**src/rtl/wftm_pkg.sv**
```systemverilog
// Package for the wildcard flow table: request/response structs, codes,
// wildcard bit positions and the match function. No dependencies.
`timescale 1ns / 1ps
package wftm_pkg;

  localparam int unsigned TableDepthDefault = 16;
  localparam logic [15:0] EthTypeIp = 16'h0800;
  localparam logic [21:0] WcAll = 22'h3FFFFF;
  localparam int unsigned WcInPort = 0;
  localparam int unsigned WcEthSrc = 2;
  localparam int unsigned WcEthDst = 3;
  localparam int unsigned WcEthType = 4;
  localparam int unsigned WcProto = 5;
  localparam int unsigned WcL4Src = 6;
  localparam int unsigned WcL4Dst = 7;
  localparam int unsigned NwSrcShift = 8;
  localparam int unsigned NwDstShift = 14;
  localparam int unsigned WcTos = 21;

  typedef enum logic {
    REQ_ADD    = 1'b0,
    REQ_LOOKUP = 1'b1
  } req_e;

  typedef enum logic [1:0] {
    ST_ADD_DONE = 2'd0,
    ST_ADD_FULL = 2'd1,
    ST_HIT      = 2'd2,
    ST_MISS     = 2'd3
  } status_e;

  typedef struct packed {
    logic        req_type;
    logic [15:0] in_port;
    logic [47:0] eth_src;
    logic [47:0] eth_dst;
    logic [15:0] eth_type;
    logic [7:0]  ip_proto;
    logic [63:0] ip_addrs;
    logic [31:0] l4_ports;
    logic [7:0]  ip_tos;
    logic [21:0] wildcard_bits;
    logic [15:0] entry_priority_in;
    logic [15:0] action_port;
  } req_t;

  typedef struct packed {
    logic [1:0]  status;
    logic [15:0] fwd_port;
    logic [3:0]  entry_index;
  } rsp_t;

  // Prefix mask: count of ignored low bits, 32 or more ignores all.
  function automatic logic [31:0] prefix_mask(input logic [5:0] ign);
    logic [31:0] m;
    m = '0;
    if (ign < 6'd32) m = 32'hFFFF_FFFF << ign[4:0];
    return m;
  endfunction

  // Compare one stored entry against a packet header.
  function automatic logic entry_match(input req_t e, input req_t p);
    logic ok;
    logic [21:0] wc;
    wc = e.wildcard_bits;
    ok = 1'b1;
    if (!wc[WcInPort] && e.in_port != p.in_port) ok = 1'b0;
    if (!wc[WcEthSrc] && e.eth_src != p.eth_src) ok = 1'b0;
    if (!wc[WcEthDst] && e.eth_dst != p.eth_dst) ok = 1'b0;
    if (!wc[WcEthType] && e.eth_type != p.eth_type) ok = 1'b0;
    if (p.eth_type == EthTypeIp) begin
      if (!wc[WcProto] && e.ip_proto != p.ip_proto) ok = 1'b0;
      if (((e.ip_addrs[63:32] ^ p.ip_addrs[63:32]) &
           prefix_mask(wc[NwSrcShift +: 6])) != '0) ok = 1'b0;
      if (((e.ip_addrs[31:0] ^ p.ip_addrs[31:0]) &
           prefix_mask(wc[NwDstShift +: 6])) != '0) ok = 1'b0;
      if (!wc[WcL4Src] && e.l4_ports[31:16] != p.l4_ports[31:16]) ok = 1'b0;
      if (!wc[WcL4Dst] && e.l4_ports[15:0] != p.l4_ports[15:0]) ok = 1'b0;
      if (!wc[WcTos] && e.ip_tos != p.ip_tos) ok = 1'b0;
    end
    if (wc == WcAll) ok = 1'b1;
    return ok;
  endfunction

endpackage

```
**src/rtl/wftm_front.sv**
```systemverilog
// Front end: two-entry request queue between the input channel and the
// table engine. Depends on wftm_pkg.
`timescale 1ns / 1ps
module wftm_front (
  input  logic            clk_i,
  input  logic            rst_ni,
  input  logic            in_valid_i,
  output logic            in_ready_o,
  input  wftm_pkg::req_t  in_data_i,
  output logic            q_valid_o,
  input  logic            q_ready_i,
  output wftm_pkg::req_t  q_data_o
);
  import wftm_pkg::*;

  req_t       mem_q [2];
  logic       wr_q, rd_q;
  logic [1:0] cnt_q;
  logic       push, pop;

  assign in_ready_o = (cnt_q != 2'd2);
  assign q_valid_o  = (cnt_q != 2'd0);
  assign q_data_o   = mem_q[rd_q];
  assign push = in_valid_i && in_ready_o;
  assign pop  = q_valid_o && q_ready_i;

  // Store incoming transaction
  always_ff @(posedge clk_i) begin
    if (push) mem_q[wr_q] <= in_data_i;
  end

  // Advance pointers and count
  always_ff @(posedge clk_i or negedge rst_ni) begin
    if (!rst_ni) begin
      wr_q  <= 1'b0;
      rd_q  <= 1'b0;
      cnt_q <= 2'd0;
    end else begin
      if (push) wr_q <= ~wr_q;
      if (pop)  rd_q <= ~rd_q;
      cnt_q <= cnt_q + {1'b0, push} - {1'b0, pop};
    end
  end
endmodule

```
**config.mk**
```make
export PLATFORM = sky130hd
export DESIGN_NAME = wftm_front
export DESIGN_NICKNAME = d
export VERILOG_FILES = /design/src/rtl/wftm_pkg.sv /design/src/rtl/wftm_front.sv
export SDC_FILE = /design/constraint.sdc
export NUM_CORES = 1
export LEC_CHECK = 0
export ABC_CLOCK_PERIOD_IN_PS = 19860
export BUFFER_PORTS_ARGS = -buffer_cell sky130_fd_sc_hd__buf_2
export CORE_MARGIN = 5
export CORE_UTILIZATION = 45
export CTS_CLUSTER_SIZE = 8
export DETAILED_ROUTE_END_ITERATION = 8
export PLACE_DENSITY = 0.76
export SYNTH_ARGS = -nofsm -noshare
export SYNTH_HDL_FRONTEND = slang
export SYNTH_SLANG_ARGS = --single-unit
export TNS_END_PERCENT = 1
```
**constraint.sdc**
```tcl
create_clock -name clk_i -period 19.86 [get_ports clk_i]
set_input_delay 2.979 -clock clk_i [delete_from_list [all_inputs] [get_ports clk_i]]
set_output_delay 2.979 -clock clk_i [all_outputs]
set_load 0.05 [all_outputs]
```
### Word-level counts from Yosys, hierarchy flattened

Memories as Yosys holds them, arrays and structs flattened.
Cells that the tools add are included.
W data, S select, Z words.

| operators by class | value |
|---|---|
| add/subtract/negate cells | 2 |
| equality and inequality tests | 1 |
| multiplexer cells | 2 |
| bitwise logic cells | 2 |
| reductions and logical operators | 3 |

Operators by type and width:

| operator | number |
|---|---|
| $add A2 B1 Y2 | 1 |
| $logic_and A1 B1 Y1 | 2 |
| $mux W1 | 2 |
| $ne A2 B2 Y1 const B | 1 |
| $not A1 Y1 | 2 |
| $reduce_bool A2 Y1 | 1 |
| $sub A2 B1 Y2 | 1 |

| storage, ports and cells | value |
|---|---|
| bits in registers | 4 |
| RAM bits | 590 |
| bits of input ports | 299 |
| output and inout port bits | 297 |
| word-level logic and storage cells | 14 |
| memories | 1 |

Memories:

| memory | depth | bits a word | read ports | clocked after Yosys merged registers in | write ports | RTL line | source |
|---|---|---|---|---|---|---|---|
| mem_q | 2 | 295 | 1 | 0 | 1 | wftm_front.sv:16 | `req_t mem_q [2];` |

### Depth between registers and ports, before layout

| depth | value |
|---|---|
| depth in word-level cells | 4 |
| mapped depth | 7 |

### Worst setup path before layout

OpenSTA, ideal clock, no wires.

| timing path | value |
|---|---|
| path kind | input to register |
| from | input in_valid_i |
| to | memory mem_q[0][0] (netlist bit), enable pin |
| library setup time | 959 ps |
| arrival time | 15,313 ps |
| data required time | 18,901 ps |
| path slack | 3,588 ps |
| stages | 2 |
| cell sequence | nand2_1 -> nor2_1 |

| between the ends | value |
|---|---|
| cells in the longest elaborated chain, start to end | 3 |

Ends and longest elaborated chain:

| what | RTL line | source |
|---|---|---|
| from (decl) | wftm_front.sv:7 | `input logic in_valid_i,` |
| $logic_and A1 B1 Y1 | wftm_front.sv:24 | `assign push = in_valid_i && in_ready_o;` |
| $mux W1 | wftm_front.sv:29 | `if (push) mem_q[wr_q] <= in_data_i;` |
| $mux W1 (implied by the code) | wftm_front.sv:29 |  |
| to (decl) | wftm_front.sv:16 |  |

No other way between the ends.

==> metrics <==
status=completed; Root Driver=clkbuf_16; Final period util=38.8%; final hold violation count=0; clock latency at the later pin of the worst-skew pair=0.60 ns; Nets=1897; P&R area growth vs syn=26.5%; Synth top cells by count=edfxtp_1, mux2_4, mux2_2; reg2reg start=cnt_q[1]; core area=0.0498 sq mm; largest fanout on the critical path=55; DRC viols=0; via count=11298; worst r2r dst=mem_q[0][132]; Ports=596; initial antenna violation count=21; Seq/Total Area, Yosys=79.3%; pwr dens=185 mW/mm^2; CP dominant cell by count=buf_4; vias per std cell=4.91; worst setup margin=12.15 ns; Max Transition Viols Final=0; DIE WIDTH=233 um; Reg2Reg Setup Slack=15.60 ns; Hold EP=cnt_q[0]; Worst Path Arrival=4.73 ns; Leak Pwr=11.3 nW; worst path cell trace=buf_4, buf_4, buf_4, mux2_4, buf_2; Routed Antenna Nets=0; RSZ-0062 raised after global routing=no; Yosys top cell area share=78.8%; post-synthesis cell type with the largest combined area=edfxtp_1; Post-CTS Setup Bufs=0; first-pass GRT wire length=72900 um; Mapped Area=0.0225 sq mm; Rows=82; Port Buffer Count=595; synth warn=0; setup_tns=0 ns; Max Cap Violations=0; top cells by area, synth=edfxtp_1, mux2_4, mux2_2, buf_6, dfrtp_1; Slew @ Worst Pin=1.11 ns; max_slew headroom=25.9%; Top delay family on crit path=buffers and inverters; die height=233 um; gr ovfl total=0; number of synthesized flops with an enable pin=590; post-CTS sizing=0; drt initial violations=553; Avg WL per Cell=22.4 um; RD Place Congestion=0.861; Worst Hold Depth=1; ratio of cells with drive above 1 in the final layout=62.0%; CP max stage delay=0.91 ns; die area=0.0545 sq mm; H-tree Lvls=3; CP Data Required Time=16.88 ns; Post-Syn Nets=1236; hpwl dp=36100 um; clock period minus worst slack=7.71 ns; Synth Register Bits=594; slowest CP cell=buf_4; Worst Min Path Start=cnt_q[0]; most frequent cell after synthesis=edfxtp_1; vias in the first global route=12199; Post-Synthesis Cells=935; Clock transition at path regs=0.05 ns; GR Util All Layers=17.9%; unique cell type count in the Yosys netlist=16; Hold Path Class=flop to flop; Post-synth ARST share=0.673%; Final setup viols=0; CP Class=flop to output port; Worst setup EP type=output port; Max Freq=130 MHz; worst-case clock buffer depth=3; Post-CTS Hold Buffers=0; Initial DRT Pass Iterations=4; Worst Path Buf+Inv=4; starting density of the core=45.2%; TritonCTS clock tree=yes; Hold Slack=0.537 ns; DP Worst Slack=12.67 ns; CTS sink count=594; Top FF cell, synth=edfxtp_1; VDD IR max=0.145 mV; routed wire length=51600 um; syn avg cell area=24.0 sq um; Reg2Reg Depth=6; startpoint types=flop; total power=5.26 mW; total CTS buffers=85; largest net degree at the start of global routing=148; Max Clock Skew=0.0142 ns
[metal layers]
metal,wire length [um],share of wire [%],up-vias,GRT usage [%]
met5,61,0.12,-,0
met4,1700,3.3,10,8.64
met2,27200,53,430,30.6
met3,4020,7.8,116,5.77
li1,-,-,5058,-
met1,18600,36,5684,20.5
[cell usage in the layout (no fill, tap or decap)]
cell       count
buf_4         11
bufinv_16      1
clkinv_1       1
clkinv_8       1
mux2_4       240
dfrtp_1        3
clkbuf_1       9
nor2_4         1
and3_4         1
clkbuf_16     88
ha_1           2
buf_2        595
dfrtp_4        1
inv_6          3
buf_12         1
xor2_1         1
clkinv_2       2
nand2_1        1
and2_1         1
diode_2       15
nand2b_1       1
or2_2          1
mux2_2        55
edfxtp_1     590
inv_1          1
xnor2_1        3
[area by class of cell]
| type | count | area [sq um] |
|---|---|---|
| fill | 3663 | 21300 |
| sequential | 594 | 17800 |
| multi-input combinational | 307 | 4330 |
| timing repair buffer | 607 | 3080 |
| clock buffer | 97 | 2240 |
| tap | 672 | 841 |
| clock inverter | 8 | 86.3 |
| antenna | 15 | 37.5 |
| inverter | 1 | 3.75 |
[sequential cells by signal, summed over array words and instances, names as in the netlist]
signal  count
mem_q     590
cnt_q       2
wr_q        1
rd_q        1
[metrics by stage]
step | cells | area, sq um | util, %
after floorplan | 935 | 22500 | -
after CTS | 2286 | 28400 | 57.1
after global placement | 2181 | 26100 | 52.4
after global routing | 2299 | 28400 | 57.1
after detailed placement | 2181 | 26100 | 52.4
final | 2301 | 28400 | 57.1
[power breakdown]
| group | total (mW) | switching [mW] | internal (mW) |
|---|---|---|---|
| clock network | 1.27 | 0.479 | 0.793 |
| registers | 1.81 | 0.0895 | 1.72 |
| logic | 2.18 | 1.53 | 0.649 |
| total | 5.26 | 2.10 | 3.17 |
[worst reg2reg max path, delay by kind of cell (launching register included)]
kind,cells,cell delay [ns]
buffers and inverters,3,2.47
AND/OR/NAND/NOR,3,0.93
flip-flops,1,0.40
[cell families after synthesis]
| logic type | Yosys count | share of synthesized area (%) |
|---|---|---|
| multiplexers | 295 | 18.8 |
| AND/OR/NAND/NOR | 6 | 0.145 |
| flip-flops | 594 | 79.3 |
| adder cells (fa/ha/maj) | 2 | 0.111 |
| buffers and inverters | 34 | 1.53 |
| XOR/XNOR | 4 | 0.156 |
[worst max path at each step]
| stage | from | endpoint | slack (ns) | cells after the start |
|---|---|---|---|---|
| 3_5_place_dp | rd_q | q_data_o[171] | 12.67 | 5 |
| 2_1_floorplan | in_valid_i | mem_q[0][0] | 3.59 | 2 |
| 6_report | rd_q | q_data_o[58] | 12.15 | 5 |
| 4_1_cts | rd_q | q_data_o[171] | 12.01 | 5 |
| 3_3_place_gp | rd_q | q_data_o[171] | 12.77 | 5 |
| 5_1_grt | rd_q | q_data_o[171] | 11.89 | 5 |
(Power assumes the default switching activity.)
