File: src/rtl/wftm_pkg.sv
// Package for the wildcard flow table: request/response structs, codes,
// wildcard bit positions and the match function. No dependencies.
`timescale 1ns / 1ps
package wftm_pkg;

  localparam int unsigned TableDepthDefault = 16;
  localparam logic [15:0] EthTypeIp = 16'h0800;
  localparam logic [21:0] WcAll = 22'h3FFFFF;
  localparam int unsigned WcInPort = 0;
  localparam int unsigned WcEthSrc = 2;
  localparam int unsigned WcEthDst = 3;
  localparam int unsigned WcEthType = 4;
  localparam int unsigned WcProto = 5;
  localparam int unsigned WcL4Src = 6;
  localparam int unsigned WcL4Dst = 7;
  localparam int unsigned NwSrcShift = 8;
  localparam int unsigned NwDstShift = 14;
  localparam int unsigned WcTos = 21;

  typedef enum logic {
    REQ_ADD    = 1'b0,
    REQ_LOOKUP = 1'b1
  } req_e;

  typedef enum logic [1:0] {
    ST_ADD_DONE = 2'd0,
    ST_ADD_FULL = 2'd1,
    ST_HIT      = 2'd2,
    ST_MISS     = 2'd3
  } status_e;

  typedef struct packed {
    logic        req_type;
    logic [15:0] in_port;
    logic [47:0] eth_src;
    logic [47:0] eth_dst;
    logic [15:0] eth_type;
    logic [7:0]  ip_proto;
    logic [63:0] ip_addrs;
    logic [31:0] l4_ports;
    logic [7:0]  ip_tos;
    logic [21:0] wildcard_bits;
    logic [15:0] entry_priority_in;
    logic [15:0] action_port;
  } req_t;

  typedef struct packed {
    logic [1:0]  status;
    logic [15:0] fwd_port;
    logic [3:0]  entry_index;
  } rsp_t;

  // Prefix mask: count of ignored low bits, 32 or more ignores all.
  function automatic logic [31:0] prefix_mask(input logic [5:0] ign);
    logic [31:0] m;
    m = '0;
    if (ign < 6'd32) m = 32'hFFFF_FFFF << ign[4:0];
    return m;
  endfunction

  // Compare one stored entry against a packet header.
  function automatic logic entry_match(input req_t e, input req_t p);
    logic ok;
    logic [21:0] wc;
    wc = e.wildcard_bits;
    ok = 1'b1;
    if (!wc[WcInPort] && e.in_port != p.in_port) ok = 1'b0;
    if (!wc[WcEthSrc] && e.eth_src != p.eth_src) ok = 1'b0;
    if (!wc[WcEthDst] && e.eth_dst != p.eth_dst) ok = 1'b0;
    if (!wc[WcEthType] && e.eth_type != p.eth_type) ok = 1'b0;
    if (p.eth_type == EthTypeIp) begin
      if (!wc[WcProto] && e.ip_proto != p.ip_proto) ok = 1'b0;
      if (((e.ip_addrs[63:32] ^ p.ip_addrs[63:32]) &
           prefix_mask(wc[NwSrcShift +: 6])) != '0) ok = 1'b0;
      if (((e.ip_addrs[31:0] ^ p.ip_addrs[31:0]) &
           prefix_mask(wc[NwDstShift +: 6])) != '0) ok = 1'b0;
      if (!wc[WcL4Src] && e.l4_ports[31:16] != p.l4_ports[31:16]) ok = 1'b0;
      if (!wc[WcL4Dst] && e.l4_ports[15:0] != p.l4_ports[15:0]) ok = 1'b0;
      if (!wc[WcTos] && e.ip_tos != p.ip_tos) ok = 1'b0;
    end
    if (wc == WcAll) ok = 1'b1;
    return ok;
  endfunction

endpackage

File: src/rtl/wftm_engine.sv
// Table engine: entry storage, add into first free slot, and a slot-serial
// lookup scan keeping the best match. Output register toward the result
// channel. Depends on wftm_pkg.
`timescale 1ns / 1ps
module wftm_engine #(
  parameter int unsigned TableDepth = wftm_pkg::TableDepthDefault
) (
  input  logic            clk_i,
  input  logic            rst_ni,
  input  logic            q_valid_i,
  output logic            q_ready_o,
  input  wftm_pkg::req_t  q_data_i,
  output logic            out_valid_o,
  input  logic            out_ready_i,
  output wftm_pkg::rsp_t  out_data_o
);
  import wftm_pkg::*;

  localparam int unsigned IdxW = (TableDepth > 1) ? $clog2(TableDepth) : 1;
  localparam int unsigned CntW = $clog2(TableDepth + 1);

  typedef enum logic [2:0] {
    S_IDLE = 3'b001,
    S_SCAN = 3'b010,
    S_DONE = 3'b100
  } state_e;

  state_e              state_q, state_d;
  req_t                mem_q [TableDepth];
  req_t                rd_q;
  logic [CntW-1:0]     fill_q;
  logic [IdxW-1:0]     ptr_q;
  logic                rd_vld_q;
  logic [IdxW-1:0]     rd_idx_q;
  req_t                pkt_q;
  logic                found_q;
  logic [IdxW-1:0]     best_q;
  logic [15:0]         best_pr_q;
  logic [15:0]         best_port_q;
  logic                ov_q;
  rsp_t                od_q;
  logic                take, hit, last_rd, full;

  assign out_valid_o = ov_q;
  assign out_data_o  = od_q;
  assign full = (fill_q == CntW'(TableDepth));
  // Ready to take a request in idle when the output register is free
  assign q_ready_o = (state_q == S_IDLE) && !ov_q;
  assign take = q_valid_i && q_ready_o;
  assign hit = rd_vld_q && (!found_q || rd_q.entry_priority_in >= best_pr_q) &&
               entry_match(rd_q, pkt_q);
  assign last_rd = rd_vld_q && (CntW'(rd_idx_q) + 1'b1 == fill_q);

  // Entry memory: write on add, registered read during scan
  always_ff @(posedge clk_i) begin
    if (take && q_data_i.req_type == REQ_ADD && !full)
      mem_q[fill_q[IdxW-1:0]] <= q_data_i;
    rd_q <= mem_q[ptr_q];
  end

  always_comb begin
    state_d = state_q;
    unique case (state_q)
      S_IDLE: if (take && q_data_i.req_type == REQ_LOOKUP)
                state_d = (fill_q == '0) ? S_DONE : S_SCAN;
      S_SCAN: if (last_rd) state_d = S_DONE;
      S_DONE: state_d = S_IDLE;
      default: state_d = S_IDLE;
    endcase
  end

  always_ff @(posedge clk_i or negedge rst_ni) begin
    if (!rst_ni) begin
      state_q  <= S_IDLE;
      fill_q   <= '0;
      ptr_q    <= '0;
      rd_vld_q <= 1'b0;
      found_q  <= 1'b0;
      ov_q     <= 1'b0;
    end else begin
      state_q <= state_d;
      if (ov_q && out_ready_i) ov_q <= 1'b0;
      rd_vld_q <= 1'b0;
      if (take) begin
        found_q <= 1'b0;
        ptr_q   <= '0;
        if (q_data_i.req_type == REQ_ADD) begin
          ov_q <= 1'b1;
          if (!full) fill_q <= fill_q + 1'b1;
        end
      end
      // Issue reads over filled slots
      if (state_q == S_SCAN) begin
        if (CntW'(ptr_q) < fill_q && !(rd_vld_q && last_rd)) begin
          rd_vld_q <= 1'b1;
          if (CntW'(ptr_q) + 1'b1 < fill_q) ptr_q <= ptr_q + 1'b1;
        end
        if (hit) found_q <= 1'b1;
      end
      if (state_q == S_DONE) ov_q <= 1'b1;
    end
  end

  // Payload registers: scan tracking and the response
  always_ff @(posedge clk_i) begin
    if (state_q == S_SCAN && rd_vld_q) rd_idx_q <= rd_idx_q + 1'b1;
    if (take) begin
      pkt_q    <= q_data_i;
      rd_idx_q <= '0;
      if (q_data_i.req_type == REQ_ADD) begin
        od_q.status      <= full ? ST_ADD_FULL : ST_ADD_DONE;
        od_q.fwd_port    <= '0;
        od_q.entry_index <= full ? 4'd0 : 4'(fill_q);
      end
    end
    if (state_q == S_SCAN && hit) begin
      best_q      <= rd_idx_q;
      best_pr_q   <= rd_q.entry_priority_in;
      best_port_q <= rd_q.action_port;
    end
    if (state_q == S_DONE) begin
      od_q.status      <= found_q ? ST_HIT : ST_MISS;
      od_q.fwd_port    <= found_q ? best_port_q : 16'd0;
      od_q.entry_index <= found_q ? 4'(best_q) : 4'd0;
    end
  end
endmodule

File: config.mk
export PLATFORM = sky130hd
export DESIGN_NAME = wftm_engine
export DESIGN_NICKNAME = d
export VERILOG_FILES = /design/src/rtl/wftm_pkg.sv /design/src/rtl/wftm_engine.sv
export SDC_FILE = /design/constraint.sdc
export NUM_CORES = 2
export LEC_CHECK = 0
export BUFFER_PORTS_ARGS = -buffer_cell sky130_fd_sc_hd__buf_2
export CAP_MARGIN = 20
export CORE_AREA = 2 2 468 935
export CTS_CLUSTER_DIAMETER = 150
export CTS_CLUSTER_SIZE = 24
export DETAILED_ROUTE_END_ITERATION = 16
export DIE_AREA = 0 0 470 937
export PLACE_DENSITY = 0.72
export SETUP_SLACK_MARGIN = 0.02
export SLEW_MARGIN = 20
export SYNTH_ARGS = -nofsm -noshare
export SYNTH_HDL_FRONTEND = slang
export SYNTH_MEMORY_MAX_BITS = 65536
export SYNTH_SLANG_ARGS = --single-unit
File: constraint.sdc
create_clock -name clk_i -period 30.3 [get_ports clk_i]
set_input_delay 3.03 -clock clk_i [delete_from_list [all_inputs] [get_ports clk_i]]
set_output_delay 3.03 -clock clk_i [all_outputs]
set_load 0.005 [all_outputs]
### Yosys cells after proc, flatten, opt, wreduce, memory -nomap -nowiden

Memory sizes are Yosys's and may differ from the RTL's. A register that Yosys moved wholly into a read port is not among the register bits.
Index checks and enable logic that the tools add are counted.

| storage, ports and cells | value |
|---|---|
| register bits | 317 |
| bits in writable memories | 4720 |
| input bits | 299 |
| output and inout bits | 24 |
| word-level logic and storage cells | 142 |
| memories kept | 1 |

Memory list:

| name | depth | width | rd ports | clocked after Yosys merged registers in | wr ports | line | text |
|---|---|---|---|---|---|---|---|
| mem_q | 16 | 295 | 1 | 1 | 1 | wftm_engine.sv:29 | `req_t mem_q [TableDepth];` |

| operators by class | value |
|---|---|
| $add $sub $neg | 5 |
| magnitude comparators | 5 |
| equality and inequality tests | 18 |
| shift-type cells | 2 |
| multiplexer cells | 43 |
| bitwise gates (word level) | 6 |
| reductions and logical operators | 41 |

Operators by type and width:

| kind | number |
|---|---|
| two-way mux 32 bit | 4 |
| inequality test 48 bit | 2 |
| two-way mux 22 bit | 3 |
| AND 32 bit | 2 |
| inequality test 16 bit | 4 |
| nonzero test 32 bit | 2 |
| left shift 32 x 5 -> 32 bit, first input constant | 2 |
| XOR 32 bit | 2 |
| two-way mux 1 bit | 25 |
| two-way mux 4 bit | 6 |
| == test 22 bit, second input constant | 1 |
| logical AND 1 bit | 21 |
| == test 16 x 12 -> 1 bit, second input constant | 1 |
| greater-or-equal comparator 16 bit | 1 |
| two-way mux 16 bit | 1 |
| inequality test 8 bit | 2 |
| zero test 1 bit | 12 |
| less-than comparator 6 bit, second input constant | 2 |
| adder 4 x 1 -> 5 bit, second input constant | 2 |
| two-way mux 3 bit | 3 |
| adder 4 x 1 -> 4 bit, second input constant | 2 |
| one-hot mux 3 bit (2 select lines) | 1 |
| adder 5 x 1 -> 5 bit, second input constant | 1 |
| == test 5 bit | 1 |
| other kinds (14) | 17 |

### Logic depth before layout (Yosys ltp)

| depth | value |
|---|---|
| depth after elaboration | 17 |
| gate-level depth with buffers | 11 |
| gate-level depth less buffers | 9 |

### Least setup slack after synthesis

OpenSTA, ideal clock, no wires.

| timing | value |
|---|---|
| path type | input -> register |
| start point | input port q_valid_i |
| end point | memory mem_q[1][0] (netlist name) (enable) |
| data arrival time | 23.447 ns |
| required time | 28.998 ns |
| setup slack | 5.550 ns |
| stages on the path | 4 |
| path buffers | 0 |
| cells stage by stage | nand2_2 -> a311oi_2 -> nand2_1 -> nor3_1 |

| between the ends | value |
|---|---|
| longest elaborated chain between the ends | 5 |

Ends and longest elaborated chain:

| what | line | text |
|---|---|---|
| from (decl) | wftm_engine.sv:10 | `input logic q_valid_i,` |
| logical AND 1 bit | wftm_engine.sv:49 | `assign take = q_valid_i && q_ready_o;` |
| logical AND 1 bit (2 in a row) | wftm_engine.sv:56 | `if (take && q_data_i.req_type == REQ_ADD && !full)` |
| two-way mux 1 bit | wftm_engine.sv:56 |  |
| two-way mux 1 bit (implied by the code) | wftm_engine.sv:57 | `mem_q[fill_q[IdxW-1:0]] <= q_data_i;` |
| to (decl) | wftm_engine.sv:29 |  |

No other way between the ends.

### Worst setup path in the final report

| timing | value |
|---|---|
| start point | input port q_valid_i |
| end point | memory mem_q[8][100] (netlist name) (enable) |

Same word-level chain as after synthesis.

==> impl_metrics.toml <==
[critical_path]
reg2regPathDepth = 7
critical_path.reg2reg.endpoint = "rd_q[98]$_DFF_P_"
critPathRequiredTime_ns = 30.84
crit_path_end_kind = "flip-flop"
nature_of_the_critical_path_startpoint = "input pin"
path_common_cell = "buf_4"
rrSetupSlack_ns = 24.13
critical-path-slowest-cell = "buf_4"
worst_path_largest_cell_delay_ns = 0.82
cp_top_family = "buffers and inverters"
worst_r2r_startpoint = "ptr_q[0]$_DFF_PN0_"
critical_path.max_fanout = 41
critPathBufInv = 4
crit_arrival_ns = 7.45
critical_path_cell_by_cell = "buf_2 -> nand2_2 -> a311oi_2 -> nand2_1 -> nor2_4 -> buf_4 -> buf_4 -> buf_4"
timing.setup.critical_path_class = "in2reg"

[logic_synthesis]
synth_enable_flop_cells = 4970
post_synth.cell_area_avg_sq_um = 25.3
yosys.cell_count.top_type = "edfxtp_1"
top_cell_types_by_occurrence_after_synthesis = "4,970 x edfxtp_1, 1,460 x mux4_2, 296 x dfxtp_1"
netlist_instances = 7702
synth_ff_type = "edfxtp_1"
synth_seq_cells = 5281
ys_types = 65
synth-seq-area-share = 0.799
ys.warnings.count = 0
synth-async-reset-ratio = 0.00284
synth.cell_area_sq_um = 195000
postSynthNetCount = 8030
synth.largest_area_cell = "edfxtp_1"
synth_top_cell_area_share = 0.767
ys_top_cells_by_area = "edfxtp_1 77%, mux4_2 17%, dfxtp_1 3.0%, xnor2_1 0.83%, clkbuf_1 0.34%"

[sta]
finalSetupViolCount = 0
setup_total_negative_slack_ns = 0
timing.final.hold_violations = 0
timing.clock.skew_ns = 0.107
layout_worst_path_cycle_share = 0.228
drv_slew = 0
worst_pin_slew_ns = 1.15
max_slew_margin = 0.231
period_minus_slack_ns = 6.91
rsz0062_at_grt = "false"
max_clock_freq_ghz = 0.145
fin_hold_ws_ns = 0.421

[grt]
grtUsageTotal = 0.197
antenna_violations_before_repair = 182
maximum_number_of_pins_on_one_net_before_global_route_repair = 117
first_global_vias = 87500
grt_pass1_wl_microns = 630000
gr-total-overflow = 0

[run_status]
status = "finished clean"

[drt]
drt-vias-per-instance = 5.95
detail_route.wl_per_cell_microns = 31.2
ant_nets_after_route = 0
drc = 0
route.vias.total = 83500
first_drt_iteration_drcs = 9262
drt_pass1_iterations = 5
drt-total-wl_microns = 438000

[floorplanning]
core_outline_area_sq_um = 433000
overall_die_area_sq_um = 440000
die_height_microns = 937
die-width_microns = 470
rows = 342
boundaryPins = 323
starting_density = 0.449

[power_and_ir_drop]
irDropWorstVdd_mv = 0.0505
power_per_cell_area_nw_per_um2 = 64.2
power.static_leakage_nw = 62.1
power_mw = 13.5

[finish]
fin_util = 0.487
area_delta_synth_final_pct = 8.28
multi_input_area_sq_um = 37500
drive_gt1_frac = 0.270
fillers = 33600
num-nets-final = 8417
total_area_of_sequential_cells_sq_um = 156000

[placement]
dp_hpwl_microns = 233000
gpl.final_weighted_congestion = 0.764
count_of_buffers_inserted_at_the_top_level_ports = 320

[clocking]
cts_tree = "yes"
clk_pin_slew_worst_paths_ns = 0.10
htree_levels = 4
ctsLongestPathBuffers = 4
clock_latency_ns = 1.01
tritoncts_num_sinks = 5281
cts_setup_buffers = 0
number_of_hold_buffers_added_after_cts = 0
clock-root-buffer = "clkbuf_16"
cts_inserted_buffers = 246
cts_resized = 0

[run]
max_capacitance_violation_total = 0

[worst_hold_path]
worst_hold_path.num_cells = 0
hold_path_class = "reg2reg"
min_to = "best_port_q[15]$_DFFE_PP_"
hold_path_startpoint = "rd_q[15]$_DFF_P_"
==> routing by layer <==
layer | GRT usage | wire length (microns) | vias to the layer above
met2 | 0.342 | 227000 | 3223
met1 | 0.263 | 168000 | 45800
met4 | 0.0456 | 9980 | 94
met5 | 0 | 604 | -
li1 | - | - | 33700
met3 | 0.0315 | 32700 | 688
==> cell families (layout without fill, tap and decap cells) <==
family,after synthesis,after routing,synth area share
compound gates,107,107,0.00372
xor+xnor,252,252,0.0113
fa+ha+maj,30,30,0.00192
buf+inv,372,963,0.00883
flops,5281,5281,0.799
mux,1464,1464,0.169
other cells,0,59,0
simple gates,196,196,0.00554
==> area by class of cell <==
class,instances,area share
flip-flops and latches,5281,0.738
multi-input cells,2049,0.178
well taps,5676,0.0337
clock buffers,445,0.0331
repair buffers,484,0.0153
diodes,59,0.000701
clock inverters,7,0.000600
inverters,27,0.000517
==> layout by cell type, fill, tap and decap left out, types with 5 or more instances in the layout <==
cell type / count
a21oi_1: 26
dfxtp_1: 296
nor4_1: 27
a31oi_1: 15
nand3_1: 13
clkbuf_1: 196
nor3_2: 5
ha_1: 29
buf_4: 132
nor2_4: 12
and3_1: 19
nor2_1: 21
diode_2: 59
clkbuf_16: 249
edfxtp_1: 4970
a21o_1: 10
buf_12: 29
mux4_2: 1460
o21ai_0: 18
nand2_1: 30
inv_1: 26
buf_2: 320
xor2_1: 68
xnor2_1: 184
nand4_1: 38
dfrtp_1: 10
==> registers in the layout (all words and copies together), names as in the netlist, 3 cells and up <==
signal,count
mem_q,4672
pkt_q,240
state_q,3
out_data_o,22
rd_idx_q,4
best_pr_q,16
rd_q,292
best_port_q,16
ptr_q,4
best_q,4
fill_q,5
==> worst max-delay path by stage <==
stage,from,end,cells after the start
4_1_cts,q_valid_i,mem_q[8][100]$_DFFE_PP_,8
5_1_grt,q_valid_i,mem_q[8][100]$_DFFE_PP_,8
2_1_floorplan,q_valid_i,mem_q[1][0]$_DFFE_PP_,4
6_report,q_valid_i,mem_q[8][100]$_DFFE_PP_,8
3_5_place_dp,q_valid_i,mem_q[8][100]$_DFFE_PP_,8
3_3_place_gp,q_valid_i,mem_q[8][100]$_DFFE_PP_,8
==> power breakdown <==
group	switching, mW	total, mW	leakage (nW)	internal, mW
combinational	0.768	1.42	11.3	0.656
sequential	0.109	8.39	47.5	8.28
clock	2.15	3.71	3.36	1.57
==> stage by stage <==
| stage | area, sq um | instances | setup slack (ns) |
|---|---|---|---|
| finish | 211000 | 14000 | 23.39 |
| detailed placement | 203000 | 13500 | 22.40 |
| global placement | 203000 | 13500 | 22.45 |
| CTS | 210000 | 14000 | 23.42 |
| floorplan | 195000 | 7702 | 5.55 |
| global route | 211000 | 14000 | 23.22 |
Note: power is estimated with default switching activity, not from simulation.
